<file path="config.mk">
export PLATFORM = sky130hd
export DESIGN_NAME = event_rule_router_table_unit
export DESIGN_NICKNAME = d
export VERILOG_FILES = /design/src/rtl/err_pkg.sv /design/src/rtl/err_ram.sv /design/src/rtl/event_rule_router_table_unit.sv
export SDC_FILE = /design/constraint.sdc
export NUM_CORES = 1
export LEC_CHECK = 0
export BUFFER_PORTS_ARGS = -buffer_cell sky130_fd_sc_hd__buf_2
export CAP_MARGIN = 5
export CORE_ASPECT_RATIO = 1.5
export CORE_MARGIN = 2
export CORE_UTILIZATION = 35
export CTS_CLUSTER_SIZE = 8
export DETAILED_ROUTE_END_ITERATION = 16
export SLEW_MARGIN = 20
export SYNTH_ARGS = -nofsm -noshare
export SYNTH_HDL_FRONTEND = slang
export SYNTH_SLANG_ARGS = --single-unit
export TNS_END_PERCENT = 10
</file>
<file path="constraint.sdc">
create_clock -name clk_i -period 4.91 [get_ports clk_i]
set_input_delay 0.491 -clock clk_i [delete_from_list [all_inputs] [get_ports clk_i]]
set_output_delay 0.491 -clock clk_i [all_outputs]
set_load 0.03 [all_outputs]
</file>
<file path="src/rtl/err_pkg.sv">
// ----------------------------------------------------------------------------
// err_pkg: shared types and constants of the event rule router table
// Request codes, rule status codes and the fixed field widths of the ports.
// ----------------------------------------------------------------------------
package err_pkg;

  typedef enum logic [2:0] {
    REQ_WRITE      = 3'd0,
    REQ_SIGNAL     = 3'd1,
    REQ_DISPATCH   = 3'd2,
    REQ_FIND_FREE  = 3'd3,
    REQ_LOOKUP     = 3'd4,
    REQ_FIRST_USED = 3'd5,
    REQ_NEXT_USED  = 3'd6,
    REQ_CLEAR      = 3'd7
  } req_e;

  localparam logic [1:0] ST_FREE     = 2'd0;
  localparam logic [1:0] ST_ENABLED  = 2'd1;
  localparam logic [1:0] ST_DISABLED = 2'd2;
  localparam logic [1:0] ST_RESERVED = 2'd3;

  localparam int REQ_W    = 3;
  localparam int STATUS_W = 2;
  localparam int IDX_W    = 4;
  localparam int EVT_W    = 8;
  localparam int ACT_W    = 8;

endpackage

</file>
<file path="src/rtl/err_ram.sv">
// ----------------------------------------------------------------------------
// err_ram: generic single-write, single-read RAM
// One write port and one read port; read data is registered.
// ----------------------------------------------------------------------------
module err_ram #(
  parameter int WIDTH = 8,
  parameter int DEPTH = 16
) (
  input  logic                     clk_i,
  input  logic                     we_i,
  input  logic [$clog2(DEPTH)-1:0] waddr_i,
  input  logic [WIDTH-1:0]         wdata_i,
  input  logic [$clog2(DEPTH)-1:0] raddr_i,
  output logic [WIDTH-1:0]         rdata_o
);

  logic [WIDTH-1:0] mem_q [DEPTH];

  always_ff @(posedge clk_i) begin
    if (we_i) begin
      mem_q[waddr_i] <= wdata_i;
    end
    rdata_o <= mem_q[raddr_i];
  end

endmodule

</file>
<file path="src/rtl/event_rule_router_table_unit.sv">
// ----------------------------------------------------------------------------
// event_rule_router_table_unit: table of event routing rules
// Rules live in one RAM; every request other than write and clear scans the
// table one entry per cycle, with read-modify-write for signal and dispatch.
// ----------------------------------------------------------------------------
//  channel   | ports                                              | dir
//  ----------+----------------------------------------------------+-----
//  request   | start, busy, req_type_i, rule_index_i,             | in
//            | rule_status_i, event_id_i, action_id_i             |
//  result    | result_valid_o, found_o, entry_index_o,            | out
//            | action_out_o, last_o                               |
//
// Write and clear-all are done in the accepting cycle; busy stays low.
// Other requests hold busy through S_SCAN (one RAM read per entry through
// the single read port), S_DRAIN (the last entry is processed) and S_RESULT
// (final result, none for signal). Dispatch results appear during the scan.
// Reset clears per-entry valid flags at once; an entry never written reads
// as free and zero, so no clearing pass is needed.
// Results are strobed for one cycle; the receiver cannot stall them.
// ----------------------------------------------------------------------------
module event_rule_router_table_unit #(
  parameter int NUM_RULES = 16,
  parameter int ID_BITS   = 8
) (
  input  logic                         clk_i,
  input  logic                         rst_ni,
  input  logic                         start,
  output logic                         busy,
  input  logic [err_pkg::REQ_W-1:0]    req_type_i,
  input  logic [err_pkg::IDX_W-1:0]    rule_index_i,
  input  logic [err_pkg::STATUS_W-1:0] rule_status_i,
  input  logic [err_pkg::EVT_W-1:0]    event_id_i,
  input  logic [err_pkg::ACT_W-1:0]    action_id_i,
  output logic                         result_valid_o,
  output logic                         found_o,
  output logic [err_pkg::IDX_W-1:0]    entry_index_o,
  output logic [err_pkg::ACT_W-1:0]    action_out_o,
  output logic                         last_o
);

  import err_pkg::*;

  localparam int RIDX_W = $clog2(NUM_RULES);
  localparam int EV_W   = (ID_BITS < EVT_W) ? ID_BITS : EVT_W;

  typedef struct packed {
    logic [STATUS_W-1:0] status;
    logic [EV_W-1:0]     evt;
    logic [ACT_W-1:0]    act;
    logic                pend;
  } entry_t;

  localparam int ENTRY_W = $bits(entry_t);

  typedef enum logic [1:0] {
    S_IDLE,
    S_SCAN,
    S_DRAIN,
    S_RESULT
  } state_e;

  state_e               state_q;
  logic [NUM_RULES-1:0] valid_q;
  logic [RIDX_W-1:0]    rd_cnt_q;
  logic                 rd_valid_q;
  logic                 proc_vld_q;
  logic [RIDX_W-1:0]    proc_idx_q;
  req_e                 req_q;
  logic [IDX_W-1:0]     ridx_q;
  logic [EV_W-1:0]      ev_q;
  logic                 matched_q;
  logic                 held_vld_q;
  logic [IDX_W-1:0]     held_idx_q;
  logic [ACT_W-1:0]     held_act_q;

  logic                 out_vld_q;
  logic                 found_q;
  logic [IDX_W-1:0]     entry_idx_q;
  logic [ACT_W-1:0]     action_q;
  logic                 last_q;

  logic                 accept;
  req_e                 req_in;
  logic                 wr_en;
  logic [RIDX_W-1:0]    wr_addr;
  entry_t               wr_entry;
  logic [ENTRY_W-1:0]   ram_rdata;
  entry_t               rd_entry;
  logic                 is_used;
  logic                 is_enabled;
  logic                 ev_match;
  logic                 take_hit;
  logic [STATUS_W-1:0]  new_status;

  assign busy    = (state_q != S_IDLE);
  assign accept  = start && !busy;
  assign req_in  = req_e'(req_type_i);

  assign rd_entry   = rd_valid_q ? entry_t'(ram_rdata) : '0;
  assign is_used    = (rd_entry.status != ST_FREE);
  assign is_enabled = (rd_entry.status == ST_ENABLED);
  assign ev_match   = (rd_entry.evt == ev_q);
  assign new_status = (rule_status_i == ST_RESERVED) ? ST_DISABLED : rule_status_i;

  err_ram #(
    .WIDTH (ENTRY_W),
    .DEPTH (NUM_RULES)
  ) u_rules (
    .clk_i   (clk_i),
    .we_i    (wr_en),
    .waddr_i (wr_addr),
    .wdata_i (wr_entry),
    .raddr_i (rd_cnt_q),
    .rdata_o (ram_rdata)
  );

  // Write port: host writes when idle, write-back of pending flags while scanning
  always_comb begin
    wr_en    = 1'b0;
    wr_addr  = proc_idx_q;
    wr_entry = rd_entry;
    if (accept && (req_in == REQ_WRITE)) begin
      wr_en           = (32'(rule_index_i) < 32'(NUM_RULES));
      wr_addr         = RIDX_W'(rule_index_i);
      wr_entry.status = new_status;
      wr_entry.evt    = event_id_i[EV_W-1:0];
      wr_entry.act    = action_id_i;
      wr_entry.pend   = 1'b0;
    end else if (proc_vld_q) begin
      if ((req_q == REQ_SIGNAL) && is_enabled && ev_match) begin
        wr_en         = 1'b1;
        wr_entry.pend = 1'b1;
      end else if ((req_q == REQ_DISPATCH) && is_enabled && rd_entry.pend) begin
        wr_en         = 1'b1;
        wr_entry.pend = 1'b0;
      end
    end
  end

  always_comb begin
    take_hit = 1'b0;
    if (proc_vld_q) begin
      case (req_q)
        REQ_DISPATCH:   take_hit = is_enabled && rd_entry.pend;
        REQ_FIND_FREE:  take_hit = !is_used && !held_vld_q;
        REQ_LOOKUP:     take_hit = ev_match && !matched_q && is_used;
        REQ_FIRST_USED: take_hit = is_used && !held_vld_q;
        REQ_NEXT_USED:  take_hit = is_used && !held_vld_q &&
                                   (32'(proc_idx_q) > 32'(ridx_q));
        default:        take_hit = 1'b0;
      endcase
    end
  end

  always_ff @(posedge clk_i or negedge rst_ni) begin
    if (!rst_ni) begin
      state_q     <= S_IDLE;
      valid_q     <= '0;
      rd_cnt_q    <= '0;
      rd_valid_q  <= 1'b0;
      proc_vld_q  <= 1'b0;
      proc_idx_q  <= '0;
      req_q       <= REQ_WRITE;
      ridx_q      <= '0;
      ev_q        <= '0;
      matched_q   <= 1'b0;
      held_vld_q  <= 1'b0;
      held_idx_q  <= '0;
      held_act_q  <= '0;
      out_vld_q   <= 1'b0;
      found_q     <= 1'b0;
      entry_idx_q <= '0;
      action_q    <= '0;
      last_q      <= 1'b0;
    end else begin
      out_vld_q  <= 1'b0;
      proc_vld_q <= 1'b0;
      if (wr_en) begin
        valid_q[wr_addr] <= 1'b1;
      end

      unique case (state_q)
        S_IDLE: begin
          if (accept) begin
            if (req_in == REQ_CLEAR) begin
              valid_q <= '0;
            end else if (req_in != REQ_WRITE) begin
              req_q      <= req_in;
              ridx_q     <= rule_index_i;
              ev_q       <= event_id_i[EV_W-1:0];
              rd_cnt_q   <= '0;
              matched_q  <= 1'b0;
              held_vld_q <= 1'b0;
              state_q    <= S_SCAN;
            end
          end
        end
        S_SCAN: begin
          proc_vld_q <= 1'b1;
          proc_idx_q <= rd_cnt_q;
          rd_valid_q <= valid_q[rd_cnt_q];
          if (rd_cnt_q == RIDX_W'(NUM_RULES - 1)) begin
            state_q <= S_DRAIN;
          end else begin
            rd_cnt_q <= rd_cnt_q + 1'b1;
          end
        end
        S_DRAIN: begin
          state_q <= S_RESULT;
        end
        S_RESULT: begin
          state_q <= S_IDLE;
          if (req_q != REQ_SIGNAL) begin
            out_vld_q   <= 1'b1;
            found_q     <= held_vld_q;
            entry_idx_q <= held_vld_q ? held_idx_q : '0;
            action_q    <= held_vld_q ? held_act_q : '0;
            last_q      <= 1'b1;
          end
        end
        default: state_q <= S_IDLE;
      endcase

      // Lookup decides on the first matching entry only
      if (proc_vld_q && (req_q == REQ_LOOKUP) && ev_match) begin
        matched_q <= 1'b1;
      end

      // Hold the newest dispatch hit back so the final one can carry last
      if (take_hit) begin
        if ((req_q == REQ_DISPATCH) && held_vld_q) begin
          out_vld_q   <= 1'b1;
          found_q     <= 1'b1;
          entry_idx_q <= held_idx_q;
          action_q    <= held_act_q;
          last_q      <= 1'b0;
        end
        held_vld_q <= 1'b1;
        held_idx_q <= IDX_W'(proc_idx_q);
        held_act_q <= rd_entry.act;
      end
    end
  end

  assign result_valid_o = out_vld_q;
  assign found_o        = found_q;
  assign entry_index_o  = entry_idx_q;
  assign action_out_o   = action_q;
  assign last_o         = last_q;

endmodule

</file>
Yosys cells after proc, flatten, opt, wreduce, memory -nomap -nowiden. Memory sizes are Yosys's and may differ from the RTL's. A register that Yosys moved wholly into a read port is not among the register bits. Cells that the tools add are included.

Bits in registers: 72. Latch bits: 0. Bits in writable memories: 304. Bits in read-only memories: 0. Bits of input ports: 28. Output and inout bits: 16. Word-level logic and storage cells: 148. Memories: 1.

Add/sub/neg operators: 1. Multiply operators: 0. Div/mod/pow operators: 0. $lt $le $gt $ge: 4. Equal/unequal tests: 22. Shifts and indexed selects: 0. Multiplexer cells: 63. Bitwise operators: 2. Reductions and logical operators: 37.

Memories: u_rules.mem_q (depth 16, width 19, read ports 1, clocked after memory_dff 1, write ports 1, RTL line err_ram.sv:17) `logic [WIDTH-1:0] mem_q [DEPTH];`.

Operators by type and width (number): $mux 16 (4); $mux 4 (10); $mux 8 (5); $mux 1 (32); $mux 19 (1); $mux 18 (1); $reduce_bool 2->1 (9); $logic_and 1x1->1 (16); $or 16x16->16 (1); $reduce_and 4->1 (4); $eq 3x3->1 const B (4); $ne 2x2->1 const B (6); $lt 4x5->1 const B (2); $mux 2 (5); $eq 8x8->1 (1); $pmux 2 s4 (1); $pmux 4 s2 (1); $eq 2x2->1 const B (3); $eq 3x2->1 const B (2); $pmux 1 s5 (1); $reduce_and 5->1 (1); $add 4x1->4 const B (1); $bmux 1 s4 (1); $demux 1 s4 (1); other kinds (12) (16).

Longest topological paths before layout.
Word-level depth: 14. Gate-level depth with buffers: 11. Depth with buffers taken out: 9.

By module. From an unflattened synthesis, not the netlist that was laid out.

Cell total of the unflattened synthesis: 870. Area total of the unflattened synthesis: 15621.2 um^2.

Modules (own cells, without submodules): err_ram (times used 1, cells an instance 507, area an instance 11846.4 um^2, sequential area each 9509.1 um^2); event_rule_router_table_unit (times used 1, cells an instance 363, area an instance 3774.9 um^2, sequential area each 1801.7 um^2).

Worst setup path before layout. Ideal clock, no wire load.

Kind: register to register. Start point: register state_q[0]. End point: memory u_rules.mem_q[13][0] (netlist name) (enable). Library setup time: 0.419 ns. Data arrival time: 3.149 ns. Required time: 4.491 ns. Slack: 1.342 ns. Cell stages (with the launch flop): 10. Buffers on the path: 3. Period minus slack after synthesis: 3.568 ns. Path through: dfrtp_1 -> inv_1 -> ha_1 -> and2_1 -> and2_1 -> buf_2 -> buf_2 -> mux2_2 -> buf_2 -> nor3_1.

Word-level cells in the longest chain between the ends: 7. Elaborated cells between the ends (all ways): 8. Classes of those cells: mux: 4; reduce/logical: 4.

Ends and longest elaborated chain: start: declaration (RTL line event_rule_router_table_unit.sv:62) `state_e state_q;`; start signal: assignment (RTL line event_rule_router_table_unit.sv:157) `state_q <= S_IDLE;`; start signal: assignment (RTL line event_rule_router_table_unit.sv:194) `state_q <= S_SCAN;`; start signal: assignment (RTL line event_rule_router_table_unit.sv:203) `state_q <= S_DRAIN;`; $reduce_bool 2->1 * (RTL line event_rule_router_table_unit.sv:95) `assign busy = (state_q != S_IDLE);`; $logic_not 1->1 * (RTL line event_rule_router_table_unit.sv:96) `assign accept = start && !busy;`; $logic_and 1x1->1 * (RTL line event_rule_router_table_unit.sv:96); $logic_and 1x1->1 * (RTL line event_rule_router_table_unit.sv:122) `if (accept && (req_in == REQ_WRITE)) begin`; $mux 1 (RTL line event_rule_router_table_unit.sv:122); $mux 1 (RTL line err_ram.sv:20) `if (we_i) begin`; $mux 1 (not written as such) (RTL line err_ram.sv:21) `mem_q[waddr_i] <= wdata_i;`; end: declaration (RTL line err_ram.sv:17).

Every way passes the cells marked *; elsewhere a longest branch is shown, timed or not.

Final worst setup path.
Start point: register state_q[0]. End point: memory u_rules.mem_q[3][18] (netlist name) (enable).

The elaborated chain is that of the path after synthesis.

==> metrics <==
status completed; type of the tightest min-delay check input port to asynchronous set/reset pin; latest clock arrival within the worst-skew pair 570 ps; first-pass GRT wire length 56.7 mm; antenna viol nets, final 0; Total Neg Setup Slack 0 ps; vias per std cell 5.28; maximum vdd drop 0.000302 V; buffers from clock root to sink, at most 3; sum of overflow across all layers after global routing 0; Routed wire per std cell 23.9 um; area fraction of the dominant cell type after synthesis 0.580; synthesized net count 914; upper clock frequency limit 267 MHz; dominant synthesized flop cell sky130_fd_sc_hd__edfxtp_1; Fin Clk Skew 13.3 ps; flops & latches, synth 395; critical path startpoint category flop; Largest stage delay, worst path 640 ps; fraction of the cycle the final worst path needs 0.762; CTS root buf sky130_fd_sc_hd__clkbuf_16; initial antenna violation count 0; Cells after Synth 876; cell type contributing the most total cell area after synthesis sky130_fd_sc_hd__edfxtp_1; number of levels the H-tree was split into 2; Synth area leaders sky130_fd_sc_hd__edfxtp_1 58%, sky130_fd_sc_hd__mux4_2 14%, sky130_fd_sc_hd__dfrtp_1 11%; maximum number of pins on one net before global-route repair 73; critical path type flop to flop; detailed-router iteration count before antenna repair 6; clock transition time at the flip-flop clock pins of the worst setup and hold paths 50 ps; relative max-transition margin 0.237; via count of the routed design 8,332; number of cells after detailed placement 1,491; core utilization of the finished layout 0.413; most frequent cells in the layout 304 x sky130_fd_sc_hd__edfxtp_1, 100 x sky130_fd_sc_hd__mux4_2, 73 x sky130_fd_sc_hd__nand2_1; total power divided by cell area 511 nW/um2; final-report setup violation count 0; Fillers 3,951; DRT Wirelength 37.8 mm; Overall Global Routing Usage 0.165; Total Nets Final 1,004; final weighted congestion in routability-driven placement 0.842; count of hold-fix buffers inserted at cts 0; number of warnings issued by yosys 0; chain of cells forming the critical path inv_1 -> ha_1 -> and2_1 -> and2_2 -> a21oi_1 -> or2_1 -> nor3_2 -> buf_4; worst-margin pin slew 1140 ps; CTS tree built; num rows 95; Pins Over Slew Limit 0; worst-path maximum fanout 31; final cell count without fillers 1,578; CP bufs+invs 2; cell area after technology mapping 15,800 um2; CTS Buf Count 55; DRC violation total after the first TritonRoute iteration 695; hold violation total from the final report 0; most frequent standard cell in the layout excluding fill and tap cells sky130_fd_sc_hd__edfxtp_1; clock tree sinks 395; final worst path period need 3740 ps; post-CTS resize count 0; placeable core region 44,600 um2; fraction of the yosys area taken by sequential cells 0.718; crit path capture type flop; quantity of I/O buffers inserted on ports 43; RSZ-0062 raised after global routing false; post-synthesis cell type count 53; fraction of synthesis flops using an asynchronous set or reset pin 0.182; Horiz. Die Dim 177 um; Top delay family on crit path simple AND/OR/NAND/NOR gates; die footprint 46,700 um2; slowest stage cell on the critical path sky130_fd_sc_hd__nor3_2; count of flip-flops with a built-in enable after synthesis 304; synthesized area per cell 18.0 um2; number of placed I/O pins 44; data arrival time of the critical path 3990 ps; number of global-route vias before repair 8,602; fraction of final layout cells with drive strength greater than 1 0.291; static leakage 0.00641 uW; Die Y 264 um; P&R area growth vs syn 17.0%; remaining design rule violation count 0; critical path data required time 5160 ps; setup fix buffers added after clock tree synthesis 0; reported max-cap violation count 0; HPWL reported at the end of detailed placement 24.7 mm; starting density of the core 0.353
[cell usage after synthesis, drive strengths merged (4+ instances only)]
cell type  instances
nor3              25
nor2              15
or3                4
nor3b              5
o21ai             57
nand3             18
dfxtp             19
nand2             73
a31oi              5
ha                10
clkbuf            25
mux4             100
dfrtp             72
mux2              19
xor2               4
edfxtp           304
a22o              13
o21a               4
a21oi             10
nand4              5
inv               23
o22ai              4
and2               4
buf               26
[logic make-up (layout without fill, tap and decap cells)]
family / after synthesis / in the layout / share of synthesized area
flip-flops: 395 / 395 / 0.718
adder cells (fa/ha/maj): 10 / 10 / 0.00794
other: 0 / 1 / 0
AND/OR/NAND/NOR: 168 / 168 / 0.0519
XOR/XNOR: 4 / 4 / 0.00222
multiplexers: 120 / 120 / 0.157
AO/OA/AOI/OAI: 105 / 105 / 0.0412
buffers and inverters: 74 / 193 / 0.0214
[state kept, by name, summed over array words and instances (netlist names), 2 cells and up]
| signal | cells |
|---|---|
| u_rules.mem_q | 304 |
| rd_cnt_q | 4 |
| valid_q | 16 |
| held_idx_q | 4 |
| ridx_q | 4 |
| state_q | 2 |
| proc_idx_q | 4 |
| entry_index_o | 4 |
| ev_q | 8 |
| req_q | 3 |
| u_rules.rdata_o | 19 |
| action_out_o | 8 |
| held_act_q | 8 |
[final cells by class]
cell class	count	area, um2	area share
Antenna cell	1	2.50	0.000136
Sequential cell	395	11300	0.615
Inverter	23	86.3	0.00469
Tap cell	582	728	0.0395
Clock buffer	84	1520	0.0823
Clock inverter	2	35.0	0.00190
Timing Repair Buffer	84	538	0.0292
Multi-Input combinational cell	407	4190	0.228
[metal layers]
layer | up-vias | wire [um] | GRT usage
li1 | 3638 | - | -
met1 | 4362 | 14300 | 0.194
met2 | 249 | 20100 | 0.295
met3 | 83 | 1600 | 0.0232
met4 | 0 | 1750 | 0.0793
met5 | - | 0 | 0
[per-stage QoR]
| stage | hold WS [ps] | total power (uW) | instance area, um2 | setup WS, ps |
|---|---|---|---|---|
| final | 51.3 | 9420 | 18400 | 1170 |
| after global routing | 143 | 9800 | 18400 | 920 |
| after global placement | 462 | 6070 | 16900 | 1380 |
| after detailed placement | 470 | 6090 | 16900 | 1220 |
| after floorplan | 195 | 5390 | 15800 | 1340 |
| after CTS | 101 | 9530 | 18400 | 1200 |
[report_power, final]
| part | switching [uW] | leakage [uW] | internal, uW |
|---|---|---|---|
| Combinational | 967 | 0.00160 | 686 |
| Sequential | 318 | 0.00406 | 4030 |
| Clock | 1330 | 0.000744 | 2090 |
[path summary, 6_finish.rpt]
path | to | startpoint | slack (ps) | cells past startpoint
min in group clk_i | ridx_q[0]$_DFFE_PN0P_ | rule_index_i[0] | 190 | 2
worst max register to register | u_rules.mem_q[3][18]$_DFFE_PP_ | state_q[0]$_DFFE_PN0P_ | 1170 | 8
worst min-delay path | valid_q[1]$_DFF_PN0_ | rst_ni | 50 | 1
max in group asynchronous | rd_cnt_q[0]$_DFFE_PN0P_ | rst_ni | 4110 | 1
worst max-delay path | u_rules.mem_q[3][18]$_DFFE_PP_ | state_q[0]$_DFFE_PN0P_ | 1170 | 8
worst min register to register | valid_q[3]$_DFF_PN0_ | valid_q[3]$_DFF_PN0_ | 480 | 2
[worst reg2reg max path: stages (launching register included)]
cell	delay, ps
sky130_fd_sc_hd__dfrtp_1	410
sky130_fd_sc_hd__inv_1	140
sky130_fd_sc_hd__ha_1	250
sky130_fd_sc_hd__and2_1	330
sky130_fd_sc_hd__and2_2	570
sky130_fd_sc_hd__a21oi_1	180
sky130_fd_sc_hd__or2_1	520
sky130_fd_sc_hd__nor3_2	650
sky130_fd_sc_hd__buf_4	370
No activity file was read; power rests on OpenSTA's default activity.
